File: config.mk
export PLATFORM = sky130hd
export DESIGN_NAME = lfsf_cfg_regs
export DESIGN_NICKNAME = d
export VERILOG_FILES = /design/src/lfsf_pkg.sv /design/src/lfsf_cfg_regs.sv
export SDC_FILE = /design/constraint.sdc
export NUM_CORES = 1
export LEC_CHECK = 0
export BUFFER_PORTS_ARGS = -buffer_cell sky130_fd_sc_hd__buf_2
export CORE_MARGIN = 1.5
export CORE_UTILIZATION = 30
export DETAILED_ROUTE_END_ITERATION = 8
export PLACE_DENSITY_LB_ADDON = 0.25
export SETUP_SLACK_MARGIN = 0.05
export SKIP_LAST_GASP = 1
export SYNTH_ARGS = -nofsm -noshare
export SYNTH_HDL_FRONTEND = slang
export SYNTH_SLANG_ARGS = --single-unit
export TNS_END_PERCENT = 5
File: constraint.sdc
create_clock -name clk -period 1 [get_ports clk]
set_input_delay 0.2 -clock clk [delete_from_list [all_inputs] [get_ports clk]]
set_output_delay 0.2 -clock clk [all_outputs]
set_load 0.005 [all_outputs]
File: src/lfsf_pkg.sv
// Shared constants and types for the largest free square finder.
// No dependencies; every other file imports this package.
`timescale 1ns / 1ps
`default_nettype none
package lfsf_pkg;

  localparam int LFSF_MAX_COLS = 1024;
  localparam int LFSF_MAX_ROWS = 1024;

  localparam int SCORE_W = 11;
  localparam logic [SCORE_W-1:0] SCORE_MAX = '1;

  localparam int OUT_ROW_W = 10;
  localparam int OUT_COL_W = 10;

  localparam int ROW_WIDTH_W = 11;
  localparam logic [ROW_WIDTH_W-1:0] ROW_WIDTH_RST = 11'd1024;

  localparam int CFG_ADDR_W = 3;
  localparam int CFG_DATA_W = 32;
  localparam logic REG_ROW_WIDTH = 1'b0;

  // Control flags of the item held in the scoring stage
  typedef struct packed {
    logic valid;
    logic cell_open;
    logic last_cell;
    logic end_row;
  } lfsf_s1_t;

endpackage
`default_nettype wire

File: src/lfsf_cfg_regs.sv
// APB-style register file holding the row width.
// Depends on lfsf_pkg.
`timescale 1ns / 1ps
`default_nettype none
module lfsf_cfg_regs (
  input  wire                                clk,
  input  wire                                rst_n,
  input  wire                                psel,
  input  wire                                penable,
  input  wire                                pwrite,
  input  wire  [lfsf_pkg::CFG_ADDR_W-1:0]    paddr,
  input  wire  [lfsf_pkg::CFG_DATA_W-1:0]    pwdata,
  output logic [lfsf_pkg::CFG_DATA_W-1:0]    prdata,
  output logic                               pready,
  output logic [lfsf_pkg::ROW_WIDTH_W-1:0]   row_width
);
  import lfsf_pkg::*;

  logic [ROW_WIDTH_W-1:0] row_width_r;
  logic                   reg_idx;
  logic                   wr_hit;

  assign pready  = 1'b1;
  assign reg_idx = paddr[CFG_ADDR_W-1];
  assign wr_hit  = psel && penable && pwrite && pready && (reg_idx == REG_ROW_WIDTH)
                   && (paddr[CFG_ADDR_W-2:0] == '0);

  always_ff @(posedge clk) begin
    if (!rst_n) begin
      row_width_r <= ROW_WIDTH_RST;
    end else if (wr_hit) begin
      row_width_r <= pwdata[ROW_WIDTH_W-1:0];
    end
  end

  always_comb begin
    prdata = '0;
    if (reg_idx == REG_ROW_WIDTH) begin
      prdata = CFG_DATA_W'(row_width_r);
    end
  end

  assign row_width = row_width_r;

endmodule
`default_nettype wire

; ---- Word-level counts from Yosys, hierarchy flattened
; Index checks and enable logic that the tools add are counted.
[classes]
n_reduce_logical = 5
muxes = 1
n_bitwise = 1
[op_table]
columns = cell, n
row1 = 2-to-1 mux 11 bit, 1
row2 = logical AND 1 bit, 4
row3 = zero test 2 bit, 1
row4 = NOT 1 bit, 1
[totals]
register_bits = 11
word_cells = 8
out_inout_bits = 44
input_bits = 40

; ---- Depth between registers and ports, before layout
[logic_depth]
ltp_word = 4
depth_mapped = 4
mapped_depth_nobuf = 3

; ---- Worst setup path after synthesis
; Ideal clock, no wire load.
[synth_path]
kind = input port to flip-flop
start = in paddr[2] (netlist bit)
end = reg row_width_r[0] (netlist: row_width[0])
cell_stages = 4
setup_ns = 0.072
n_path_buf = 1
path_slack_ns = 0.075
required_ns = 0.928
t_arrival_ns = 0.854
path_cell_list = nand4b_4 > nor3_4 > buf_6 > mux2i_1
[synth_via]
elab_chain_cells = 3
[synth_rtl]
columns = element, line_no
row1 = from (decl), lfsf_cfg_regs.sv:11  ; input wire [lfsf_pkg::CFG_ADDR_W-1:0] paddr,
row2 = NOT 1 bit, n/a
row3 = logical AND 1 bit, lfsf_cfg_regs.sv:25  ; assign wr_hit = psel && penable && pwrite && pready && (reg_idx == REG_ROW_WIDTH)
row4 = logical AND 1 bit, lfsf_cfg_regs.sv:26  ; && (paddr[CFG_ADDR_W-2:0] == '0);
row5 = to (signal assigned), lfsf_cfg_regs.sv:32  ; row_width_r <= pwdata[ROW_WIDTH_W-1:0];
row6 = to (decl), lfsf_cfg_regs.sv:19  ; logic [ROW_WIDTH_W-1:0] row_width_r;
; No other way between the ends.
; A chain may end at the register's enable or synchronous reset.

; ---- Worst setup path after layout
[layout_path]
start = reg row_width_r[7] (netlist: row_width[7])
end = out prdata[7] (netlist bit)
[layout_via]
elab_chain_cells = 1
[layout_rtl]
columns = element, line_no
row1 = 2-to-1 mux 11 bit, lfsf_cfg_regs.sv:38  ; if (reg_idx == REG_ROW_WIDTH) begin
row2 = to (decl), lfsf_cfg_regs.sv:13  ; output logic [lfsf_pkg::CFG_DATA_W-1:0] prdata,
; No other way between the ends.

==> results_dict.tcl <==
set metrics [dict create \
    netlist_top_cells_area "dfxtp_1 30%, buf_4 23%, mux2i_1 15%" \
    wl_per_cell_um 8.91 \
    synth_most_common_cell "buf_4" \
    grt_pass1_vias 494 \
    setup_viol 12 \
    synth_edf_count 0 \
    synth_top_area_share_pct 30.3 \
    hold-path-cell-count 3 \
    start_kind "register" \
    grt_overflow 0 \
    final_nets 171 \
    ys_warn_count 0 \
    drtIter0Drc 3 \
    antenna_found_initial 0 \
    critical-path-slowest-cell "dfxtp_2" \
    min_period_ns 1.05 \
    cts_buffers 3 \
    ys_ff_latch 11 \
    cp_data_arrival_time_ns 0.85 \
    via_count 602 \
    routed_wl_um 1410 \
    placementRows 17 \
    crit_chain "nor2b_1, buf_2" \
    cts_tree "yes" \
    synth_top_area_cell "dfxtp_1" \
    avgSynthCellArea_um2 8.55 \
    power_density_mw_per_mm2 928 \
    io_pins 84 \
    layout.core_utilization_pct 41.5 \
    via_per_inst 3.81 \
    vdd_drop_max_mv 0.734 \
    cp_num_cells 2 \
    path_clk_slew_ns 0.07 \
    grt_pass1_wl_um 2080 \
    clock_latency_ns 0.26 \
    ys_top_cells_by_count "22 x buf_4, 20 x nand2_1, 12 x nor2b_1, 11 x dfxtp_1, 11 x mux2i_1" \
    crit_required_ns 0.80 \
    synth-seq-area-share_pct 30.3 \
    syn_inst 85 \
    grt_util_all_layers_pct 10.8 \
    start_util_pct 32.2 \
    endpoint_kind "primary output" \
    chipHeight_um 52.2 \
    critPathTopFamily "flip-flops" \
    hold_class "input port to register" \
    syn_area_um2 727 \
    reg2regPathDepth 3 \
    dieArea_mm2 0.00273 \
    design.core.area_mm2 0.00225 \
    power_mw 0.867 \
    detailed_place_hpwl_um 1130 \
    drv_cap 0 \
    fin_worst_skew_ns 0 \
    violations "negative setup slack" \
    drt_pass1_iterations 2 \
    io_buffers 40 \
    worst-setup-path-type "register to primary output" \
    crit_path_max_incr_delay_ns 0.33 \
    syn_to_final_growth_pct 28.6 \
    leakage_nw 0.506 \
    synthArstFlopShare_pct 0 \
    cts-htree-levels 1 \
    ant_nets 0 \
    cp_num_buf_inv 1 \
    status "finished, violations left" \
    drive_gt1_share_pct 46.2 \
    gp_congestion 0.585 \
    final_hold_viol_count 0 \
    rsz0062_at_grt "true" \
    path_max_fanout 3 \
    drc_errors 0 \
    min_period_over_period_pct 105 \
    slew_viol_final 0 \
    grt_max_degree 13 \
    antenna_cells 0 \
    numClockSinks 11 \
    chipWidth_um 52.2 \
    yosysUniqueCellTypes 11 \
    ys.flop_type "dfxtp_1" \
    fmax_mhz 952 \
    cts-root-buf "clkbuf_4" \
    clock_path_buffers 2 \
    worst_slack_ns -0.0503 \
    largest_reg_flops 11 \
]
final cells by class:
class / instances / area (um2)
fill: 250 / 1320
multi-input combinational: 68 / 390
timing repair buffer: 47 / 253
sequential: 11 / 230
tap: 28 / 35.0
clock buffer: 4 / 26.3
stage by stage:
stage	hold slack, ns	cells	setup WS [ns]	instance area (um2)	TNS [ns]
floorplan	0.342	105	0.0749	802	0
global placement	0.449	152	-0.0531	883	-0.446
detailed placement	0.456	152	-0.0778	883	-0.704
CTS	0.157	156	-0.0639	917	-0.605
global route	0.162	158	-0.103	935	-1.06
finish	0.166	158	-0.0503	935	-0.365
worst min-delay path, delay by kind of cell:
family | cells | cell delay, ns
and+or+nand+nor | 1 | 0.04
buffers and inverters | 1 | 0.09
muxes | 1 | 0.05
cell usage in the layout, fill, tap and decap left out:
| cell | count |
|---|---|
| nand2_1 | 20 |
| mux2i_1 | 11 |
| nor3_4 | 1 |
| clkbuf_1 | 1 |
| buf_4 | 7 |
| dfxtp_1 | 3 |
| conb_1 | 22 |
| nand4b_4 | 1 |
| buf_2 | 40 |
| clkbuf_4 | 3 |
| dfxtp_2 | 8 |
| nor2b_1 | 12 |
| and2b_1 | 1 |
logic make-up (layout without fill, tap and decap cells):
group / after synthesis / in the layout / share of synthesized area (%)
DFF: 11 / 11 / 30.3
buffers and inverters: 26 / 51 / 26.3
muxes: 11 / 11 / 15.1
other: 2 / 22 / 1.03
and+or+nand+nor: 35 / 35 / 27.2
final timing paths:
kind	from	endpoint	slack [ns]
max reg2reg	row_width[0]$_SDFFE_PN0P_	row_width[0]$_SDFFE_PN0P_	0.34
min reg2reg	row_width[8]$_SDFFE_PN0P_	row_width[8]$_SDFFE_PN0P_	0.46
min	pwdata[0]	row_width[0]$_SDFFE_PN0P_	0.17
max	row_width[7]$_SDFFE_PN0P_	prdata[7]	-0.05
report_power, final:
group | switching, mW | internal [mW] | leakage (nW)
registers | 0.00185 | 0.441 | 0.0918
logic | 0.0679 | 0.0535 | 0.399
clock network | 0.148 | 0.154 | 0.0150
total | 0.218 | 0.649 | 0.506
what timing repair did:
action | CTS | global route
endpoints found under the setup margin | 13 | 18
hold buffers | 0 | 0
gates resized for setup | 6 | 2
hold endpoints to repair | 0 | 0
cloned | 0 | 0
setup buffers | 0 | 2
metal layers:
metal  vias up  wire [um]  GRT usage, %
li1        311          -             -
met1       252        542          10.7
met2        37        725          20.0
met3         2        130          5.14
met4         0          8          2.56
met5         -          0             0
No activity file was read; power rests on OpenSTA's default activity.
