--- config.mk ---
export PLATFORM = sky130hd
export DESIGN_NAME = lfsf_tracker
export DESIGN_NICKNAME = d
export VERILOG_FILES = /design/src/lfsf_pkg.sv /design/src/lfsf_tracker.sv
export SDC_FILE = /design/constraint.sdc
export NUM_CORES = 1
export LEC_CHECK = 0
export ABC_AREA = 1
export BUFFER_PORTS_ARGS = -buffer_cell sky130_fd_sc_hd__buf_4
export CORE_MARGIN = 2
export CORE_UTILIZATION = 51
export CTS_CLUSTER_DIAMETER = 40
export CTS_CLUSTER_SIZE = 12
export DETAILED_ROUTE_END_ITERATION = 10
export PLACE_DENSITY_LB_ADDON = 0.05
export SLEW_MARGIN = 5
export SYNTH_ARGS = -nofsm -noshare
export SYNTH_HDL_FRONTEND = slang
export SYNTH_SLANG_ARGS = --single-unit
--- constraint.sdc ---
create_clock -name clk -period 5.7 [get_ports clk]
set_input_delay 0.855 -clock clk [delete_from_list [all_inputs] [get_ports clk]]
set_output_delay 0.855 -clock clk [all_outputs]
set_load 0.02 [all_outputs]
--- src/lfsf_pkg.sv ---
// Shared constants and types for the largest free square finder.
// No dependencies; every other file imports this package.
`timescale 1ns / 1ps
`default_nettype none
package lfsf_pkg;

  localparam int LFSF_MAX_COLS = 1024;
  localparam int LFSF_MAX_ROWS = 1024;

  localparam int SCORE_W = 11;
  localparam logic [SCORE_W-1:0] SCORE_MAX = '1;

  localparam int OUT_ROW_W = 10;
  localparam int OUT_COL_W = 10;

  localparam int ROW_WIDTH_W = 11;
  localparam logic [ROW_WIDTH_W-1:0] ROW_WIDTH_RST = 11'd1024;

  localparam int CFG_ADDR_W = 3;
  localparam int CFG_DATA_W = 32;
  localparam logic REG_ROW_WIDTH = 1'b0;

  // Control flags of the item held in the scoring stage
  typedef struct packed {
    logic valid;
    logic cell_open;
    logic last_cell;
    logic end_row;
  } lfsf_s1_t;

endpackage
`default_nettype wire

--- src/lfsf_tracker.sv ---
// Scoring stage: works out each cell's score from the buffered upper row,
// keeps the left/diagonal scores and the best cell, and registers the result.
// Depends on lfsf_pkg.
`timescale 1ns / 1ps
`default_nettype none
module lfsf_tracker #(
  parameter int MAX_COLS = lfsf_pkg::LFSF_MAX_COLS,
  parameter int MAX_ROWS = lfsf_pkg::LFSF_MAX_ROWS
) (
  input  wire                                  clk,
  input  wire                                  rst_n,
  input  lfsf_pkg::lfsf_s1_t                   s1,
  input  wire  [$clog2(MAX_COLS)-1:0]          s1_col,
  input  wire  [$clog2(MAX_ROWS)-1:0]          s1_row,
  input  wire  [lfsf_pkg::SCORE_W-1:0]         up_score,
  output logic                                 go,
  output logic                                 wr_en,
  output logic [$clog2(MAX_COLS)-1:0]          wr_addr,
  output logic [lfsf_pkg::SCORE_W-1:0]         wr_data,
  input  wire                                  out_ready,
  output logic                                 out_valid,
  output logic [lfsf_pkg::SCORE_W-1:0]         out_size,
  output logic [lfsf_pkg::OUT_ROW_W-1:0]       out_row,
  output logic [lfsf_pkg::OUT_COL_W-1:0]       out_col
);
  import lfsf_pkg::*;

  localparam int ColW  = $clog2(MAX_COLS);
  localparam int RowW  = $clog2(MAX_ROWS);
  localparam int ColXW = (ColW > OUT_COL_W) ? ColW : OUT_COL_W;
  localparam int RowXW = (RowW > OUT_ROW_W) ? RowW : OUT_ROW_W;

  logic [SCORE_W-1:0]   left_r, left_nxt;
  logic [SCORE_W-1:0]   diag_r, diag_nxt;
  logic [SCORE_W-1:0]   top_score_r, top_score_nxt;
  logic [RowW-1:0]      top_row_r, top_row_nxt;
  logic [ColW-1:0]      top_col_r, top_col_nxt;
  logic                 out_valid_r, out_valid_nxt;
  logic [SCORE_W-1:0]   out_size_r;
  logic [OUT_ROW_W-1:0] out_row_r;
  logic [OUT_COL_W-1:0] out_col_r;

  logic [SCORE_W-1:0]   min_s;
  logic [SCORE_W-1:0]   score;
  logic                 better;
  logic [SCORE_W-1:0]   fin_size;
  logic [RowXW-1:0]     fin_row;
  logic [ColXW-1:0]     fin_col;

  always_comb begin
    min_s = diag_r;
    if (left_r < min_s) min_s = left_r;
    if (up_score < min_s) min_s = up_score;
    if (!s1.cell_open) begin
      score = '0;
    end else if ((s1_row == '0) || (s1_col == '0)) begin
      score = SCORE_W'(1);
    end else if (min_s == SCORE_MAX) begin
      score = SCORE_MAX;
    end else begin
      score = min_s + SCORE_W'(1);
    end
  end

  // Stall only while a finished result still waits at the output
  assign go      = s1.valid && !(s1.last_cell && out_valid_r && !out_ready);
  assign wr_en   = go;
  assign wr_addr = s1_col;
  assign wr_data = score;
  assign better  = score > top_score_r;

  always_comb begin
    fin_size = better ? score : top_score_r;
    fin_row  = better ? RowXW'(s1_row) : RowXW'(top_row_r);
    fin_col  = better ? ColXW'(s1_col) : ColXW'(top_col_r);
  end

  always_comb begin
    left_nxt      = left_r;
    diag_nxt      = diag_r;
    top_score_nxt = top_score_r;
    top_row_nxt   = top_row_r;
    top_col_nxt   = top_col_r;
    out_valid_nxt = out_valid_r && !out_ready;
    if (go) begin
      left_nxt = score;
      diag_nxt = up_score;
      if (s1.end_row || s1.last_cell) begin
        left_nxt = '0;
        diag_nxt = '0;
      end
      if (better) begin
        top_score_nxt = score;
        top_row_nxt   = s1_row;
        top_col_nxt   = s1_col;
      end
      if (s1.last_cell) begin
        top_score_nxt = '0;
        top_row_nxt   = '0;
        top_col_nxt   = '0;
        out_valid_nxt = 1'b1;
      end
    end
  end

  always_ff @(posedge clk) begin
    if (!rst_n) begin
      left_r      <= '0;
      diag_r      <= '0;
      top_score_r <= '0;
      top_row_r   <= '0;
      top_col_r   <= '0;
      out_valid_r <= 1'b0;
    end else begin
      left_r      <= left_nxt;
      diag_r      <= diag_nxt;
      top_score_r <= top_score_nxt;
      top_row_r   <= top_row_nxt;
      top_col_r   <= top_col_nxt;
      out_valid_r <= out_valid_nxt;
    end
  end

  always_ff @(posedge clk) begin
    if (go && s1.last_cell) begin
      out_size_r <= fin_size;
      out_row_r  <= fin_row[OUT_ROW_W-1:0];
      out_col_r  <= fin_col[OUT_COL_W-1:0];
    end
  end

  assign out_valid = out_valid_r;
  assign out_size  = out_size_r;
  assign out_row   = out_row_r;
  assign out_col   = out_col_r;

endmodule
`default_nettype wire

# Word-level counts from Yosys, hierarchy flattened

Index checks and enable logic that the tools add are counted.

Divide/modulo/power cells: 0
$lt $le $gt $ge: 3
Bitwise logic cells: 0
Equality and inequality tests: 1
Shift-type cells: 0
Add/subtract/negate cells: 1
$mul: 0
Reduce and logical (&&, ||, !) cells: 11
Muxes and demuxes: 15

Operator list:

| operator              | count |
|---|---|
| $mux 11               | 9 |
| $mux 10               | 4 |
| $lt 11x11->1          | 2 |
| $logic_not 10->1      | 2 |
| $add 11x1->11 const B | 1 |
| $eq 11x11->1 const B  | 1 |
| $gt 11x11->1          | 1 |
| $logic_and 1x1->1     | 5 |
| $logic_not 1->1       | 2 |
| $logic_or 1x1->1      | 2 |
| $mux 1                | 2 |

Bits in read-only memories: 0
Memories kept: 0
Bits in registers: 85
Input bits: 38
Bits in latches: 0
Logic and storage cells: 40
Output and inout bits: 55
RAM bits: 0

# Longest topological paths before layout

Word-level depth: 11
Gate-level depth with buffers: 48
Mapped depth without buffers: 43

# Worst setup path after synthesis

OpenSTA, ideal clock, no wires.

Path type: reg2reg
Start: register diag_r[10]
End: register out_size_r[0], in the netlist out_size[0], data pin
Setup time: 269 ps
Slack: -74 ps
Arrival time: 5505 ps
Path buffers: 4
Stages on the path, launching flop included: 41
Data required time: 5431 ps
Clock period less this slack: 5774 ps
Cell sequence: dfxtp_1 inv_1 ha_1 a21o_1 nor2_4 nand3_2 buf_6 buf_4 o21ai_0 inv_1 ha_1 nand2_1 nor2_1 nand4_2 nor2_4 nor2_8 nand2_8 buf_8 [5 not listed] nand3_2 buf_6 nand2_4 nand2_2 inv_1 ha_1 a21oi_1 o21ai_0 a21o_1 a21oi_1 o21a_1 o21ai_0 nand3_1 nand2_1 nand2_1 inv_1 or2_2 a21boi_0

Cells in the longest elaborated chain, start to end: 10
Elaborated cells on any way between the ends: 11
Classes of those cells: add/sub: 1; order compare: 3; eq/ne: 1; mux: 6

RTL lines:

| element                                       | line                                   | text |
|---|---|---|
| from (decl)                                   | lfsf_tracker.sv:34                     | `logic [SCORE_W-1:0] diag_r, diag_nxt;` |
| from (signal assigned)                        | lfsf_tracker.sv:116                    | `diag_r <= diag_nxt;` |
| $lt 11x11->1                                  | lfsf_tracker.sv:52                     | `if (left_r < min_s) min_s = left_r;` |
| $mux 11 *                                     | lfsf_tracker.sv:52                     |  |
| $lt 11x11->1                                  | lfsf_tracker.sv:53                     | `if (up_score < min_s) min_s = up_score;` |
| $mux 11 *                                     | lfsf_tracker.sv:53                     |  |
| $add 11x1->11 or $eq 11x11->1 (tied branches) | lfsf_tracker.sv:61, lfsf_tracker.sv:58 |  |
| $mux 11 *                                     | lfsf_tracker.sv:58                     | `end else if (min_s == SCORE_MAX) begin` |
| $mux 11 *                                     | lfsf_tracker.sv:56                     | `end else if ((s1_row == '0) \|\| (s1_col == '0)) begin` |
| $mux 11 *                                     | lfsf_tracker.sv:54                     | `if (!s1.cell_open) begin` |
| via wr_data, one bit                          | lfsf_tracker.sv:19                     | `output logic [lfsf_pkg::SCORE_W-1:0] wr_data,` |
| $gt 11x11->1 *                                | lfsf_tracker.sv:70                     | `assign better = score > top_score_r;` |
| $mux 11 *                                     | --                                     |  |
| via fin_size[0]                               | lfsf_tracker.sv:46                     | `logic [SCORE_W-1:0] fin_size;` |
| to (signal assigned)                          | lfsf_tracker.sv:126                    | `out_size_r <= fin_size;` |
| to (decl)                                     | lfsf_tracker.sv:39                     | `logic [SCORE_W-1:0] out_size_r;` |

Mark *: on every way through the listed nets, which the timed path passes. The rest lies on a longest branch.
A chain may end at the register's enable or synchronous reset.

# Worst setup path after layout

Start: register diag_r[8]
End: register out_size_r[0], in the netlist out_size[0], data pin

Cells in the longest elaborated chain, start to end: 10
Elaborated cells on any way between the ends: 11
Classes of those cells: add/sub: 1; order compare: 3; eq/ne: 1; mux: 6

RTL lines:

| element                                       | line |
|---|---|
| $lt 11x11->1                                  | lfsf_tracker.sv:52 |
| $mux 11 *                                     | lfsf_tracker.sv:52 |
| $lt 11x11->1                                  | lfsf_tracker.sv:53 |
| $mux 11 *                                     | lfsf_tracker.sv:53 |
| $add 11x1->11 or $eq 11x11->1 (tied branches) | lfsf_tracker.sv:61, lfsf_tracker.sv:58 |
| $mux 11 *                                     | lfsf_tracker.sv:58 |
| $mux 11 *                                     | lfsf_tracker.sv:56 |
| $mux 11 *                                     | lfsf_tracker.sv:54 |
| $gt 11x11->1                                  | lfsf_tracker.sv:70 |
| $mux 11 *                                     | -- |
| via fin_size[0]                               | lfsf_tracker.sv:46 |

Marked as above.

==> implementation parameters <==
Parameter                              Value

Floorplan
  Die area ... around 0.011 mm2
  Boundary Pins ... just over 90
  Standard-cell row count ... 36
  Total core area ... between 0.009 and 0.01 mm2
  Initial standard-cell utilization of the core ... 0.518
  Die Span Y ... just over 100 um
  Die width ... between 100 and 150 um

GRT
  Overflow left after global routing ... 0
  First-pass GRT wire length ... approximately 20000 um
  Maximum number of pins on one net before global-route repair ... between 50 and 60
  Total global routing track utilization ... 0.251
  Initial antenna violation count ... 0
  Number of global-route vias before repair ... between 4000 and 5000

Place
  Dpl cells ... slightly below 900
  RD Place Congestion ... 0.926
  Number of port buffers ... 92
  Area of placed instances ... a little under 0.006 mm2
  Sum of net half-perimeters after detailed placement ... around 9500 um

Clock tree
  Clock tree root driver cell ... clkbuf_8
  Sink count of the clock tree ... 85
  H-tree levels ... 3
  CTS Buf Count ... 9
  CTS tree ... done
  Hold-fix buffers, CTS ... 0
  Skew-Pair Late Insertion Delay ... roughly 0.36 ns
  Maximum buffer depth of the clock tree ... 2
  Clock slew at reported path FFs ... around 0.09 ns

Setup path
  CP max-delay cell ... dfxtp_2
  Largest fanout on the critical path ... 6
  Data arrival, critical path ... approximately 5.6 ns
  Count of buffer and inverter cells on the critical path ... 5
  Critical path launch point type ... flop
  Instance count on the critical path ... 39
  Kind of end point of the critical path ... flop
  Cell type group with the largest total delay on the critical path ... simple AND/OR/NAND/NOR gates
  Crit path from ... diag_r[8]$_SDFFE_PN0P_
  Worst reg-to-reg path cell count ... 39
  Worst R2R End ... out_size[0]$_DFFE_PP_
  Slowest Stage Delay on Critical Path ... between 0.3 and 0.4 ns
  Endpoint required time on the critical path ... 5.81 ns
  Worst setup path endpoint ... out_size[0]$_DFFE_PP_
  FF-to-FF Start ... diag_r[8]$_SDFFE_PN0P_
  Most common cell on crit path ... nand2_1
  Type of the worst setup path ... flop to flop
  Worst reg2reg setup slack ... around 0.25 ns

Final layout
  Cell Count, Final, Fillers Out ... between 900 and 1000
  Share of layout cells above drive strength 1 ... 0.312
  Diode insertion count for antenna repair ... 0
  Area growth from synthesis to layout ... 29.0%
  Layout Cell Area excl Fill ... 0.00648 mm2
  NumNets Final ... about 850
  Number of inserted filler cells in the final layout ... a little under 900

Drt
  Highest metal layer with signal wires ... met4
  Number of detailed-routing iterations run before antenna repair ... 5
  Residual antenna-violating net count after detailed routing ... 0
  Number of vias per cell ... about 5.0
  Met3 routed wirelength ... between 600 and 700 um
  Total routed wirelength ... about 13000 um
  DR WL/cell ... ~15 um
  Initial DRC count ... roughly 240
  DRC errors left ... 0
  Met2 routed WL ... 6450 um
  Vias after detailed routing ... between 4000 and 5000
  Met1 WL ... approximately 6100 um

Logic synthesis
  Number of instances in the synthesized netlist ... 661
  Sequential element share of the synthesized area ... 0.401
  Number of synthesis warnings ... 0
  Mean instance size in the synthesized netlist ... roughly 7.6 um2
  Number of enable-type register cells in the synthesized netlist ... 31
  Most used flip-flop cell after synthesis ... dfxtp_1
  Fraction of registers with async set or reset after synthesis ... 0
  FF+latch count, synth ... 85
  Net count after synthesis ... 730
  Synth top cells by count ... 241 x nand2_1, 67 x inv_1, 62 x a21oi_1
  Number of distinct standard cells referenced by the synthesized netlist ... 42
  Post-synth top area cell ... dfxtp_1
  Post-synthesis cell area ... 0.00502 mm2
  Leading cell types by total area after synthesis ... dfxtp_1 22%, edfxtp_1 19%, nand2_1 18%, ha_1 7.7%, a21oi_1 6.2%
  Most numerous cell in the Yosys netlist ... nand2_1
  Share of Yosys cell area claimed by the top area cell type ... 0.215

Power
  Sw frac ... 0.437
  Post-route total power ... 3.11 mW
  Relative contribution of combinational cells to total power ... 0.587
  Clock share of power ... 0.142
  Largest voltage drop on the vdd net ... around 0.48 mV
  Pwr/cell area ... ~480 mW/mm2
  Internal power consumption ... 1.75 mW
  Portion of total power attributed to sequential cells ... 0.270
  Leakage power figure ... around 3 nW
  Switching power ... 1.36 mW

Timing
  Setup-violating endpoint count in the final report ... 0
  Final Skew ... between 0.009 and 0.01 ns
  Final Cycle Share ... 0.957
  Fin crit period ... around 5.5 ns
  Worst max-slew margin expressed relative to the limit ... 0.307
  Final-report max-slew violation count ... 0
  Transition at the pin with the smallest max-transition slack ... slightly above 1 ns
  Achievable frequency ... ~0.18 GHz
  Final hold viol count ... 0

Hold path
  Worst hold path startpoint ... diag_r[9]$_SDFFE_PN0P_
  Hold/Removal Path Class ... flop to flop

Flow run
  Number of maximum-capacitance constraint violations ... 0

Status
  Run status ... finished, final reports clean
## registers in the layout (all words and copies together) (netlist names)
register,cells
diag_r,11
left_r,11
out_size,11
top_score_r,11
out_col,10
out_row,10
top_col_r,10
top_row_r,10
out_valid,1
## cell families (layout without fill, tap and decap cells)
kind of cell | after synthesis | count (layout) | share of synthesized area
xor gates and xnor gates | 3 | 3 | 0.00524
and+or+nand+nor | 328 | 330 | 0.300
buffers and inverters | 111 | 231 | 0.101
adders and majority gates | 31 | 31 | 0.0773
DFF | 85 | 85 | 0.401
AOI/OAI and AO/OA | 103 | 103 | 0.115
## cells in the final DEF, fill, tap and decap left out, drive strengths merged, types with 3 or more instances in the layout
| cell | n |
|---|---|
| nand3 | 35 |
| a21o | 4 |
| buf | 140 |
| a21oi | 65 |
| nand3b | 3 |
| clkinv | 4 |
| edfxtp | 31 |
| a21boi | 7 |
| clkbuf | 9 |
| o21ai | 25 |
| dfxtp | 54 |
| nand2 | 260 |
| nor2 | 15 |
| ha | 31 |
| inv | 77 |
| nand4 | 9 |
| nor4 | 5 |
| xnor2 | 3 |
## tightest hold or removal path: cells and delay by family (launching register included)
kind / cells / cell delay [ns]
flops: 1 / 0.33
simple gates: 1 / 0.06
compound gates: 1 / 0.05
## timing repair
item / in CTS / in global routing
gates cloned: 0 / 2
endpoints found under the setup margin: 29 / 64
setup buffers: 0 / 13
pin swaps: 0 / 22
gates resized for setup: 2 / 55
## layout make-up
class / instances / area (um2) / area share
tap: 133 / 166 / 0.0257
inverter: 75 / 282 / 0.0435
clock buffer: 9 / 124 / 0.0191
sequential: 85 / 2020 / 0.312
timing repair buffer: 140 / 1090 / 0.168
multi-input combinational: 467 / 2720 / 0.421
clock inverter: 7 / 72.6 / 0.0112
## power groups by stage
stage,logic (mW),registers (mW),clock network [mW]
detailed placement,1.62,0.852,0
floorplan,1.01,0.924,0
global route,2.02,0.852,0.476
finish,1.83,0.840,0.443
CTS,1.64,0.840,0.452
global placement,1.60,0.849,0
## metrics by stage
stage	TNS (ns)	setup WS (ns)	hold slack (ns)	utilization
floorplan	0	0.00707	0.441	-
global placement	0	0.104	0.449	0.615
detailed placement	-0.591	-0.0929	0.456	0.615
CTS	0	0.000700	0.471	0.636
global route	-2.65	-0.129	0.482	0.669
finish	0	0.245	0.466	0.669
## worst min-delay path by stage
stage          cells after the start  slack [ns]                     endpoint
6_report                           2        0.47       diag_r[9]$_SDFFE_PN0P_
5_1_grt                            2        0.48    top_col_r[3]$_SDFFE_PN0P_
4_1_cts                            2        0.47  top_score_r[9]$_SDFFE_PN0P_
3_5_place_dp                       2        0.46  top_score_r[9]$_SDFFE_PN0P_
3_3_place_gp                       2        0.45       diag_r[7]$_SDFFE_PN0P_
2_1_floorplan                      2        0.44      diag_r[10]$_SDFFE_PN0P_
## per-layer routing
metal	up-vias	global-route usage
met5	-	0
met1	2130	0.343
li1	2357	-
met2	110	0.405
met3	23	0.0423
met4	0	0.0870
Note: power is estimated with default switching activity, not from simulation.
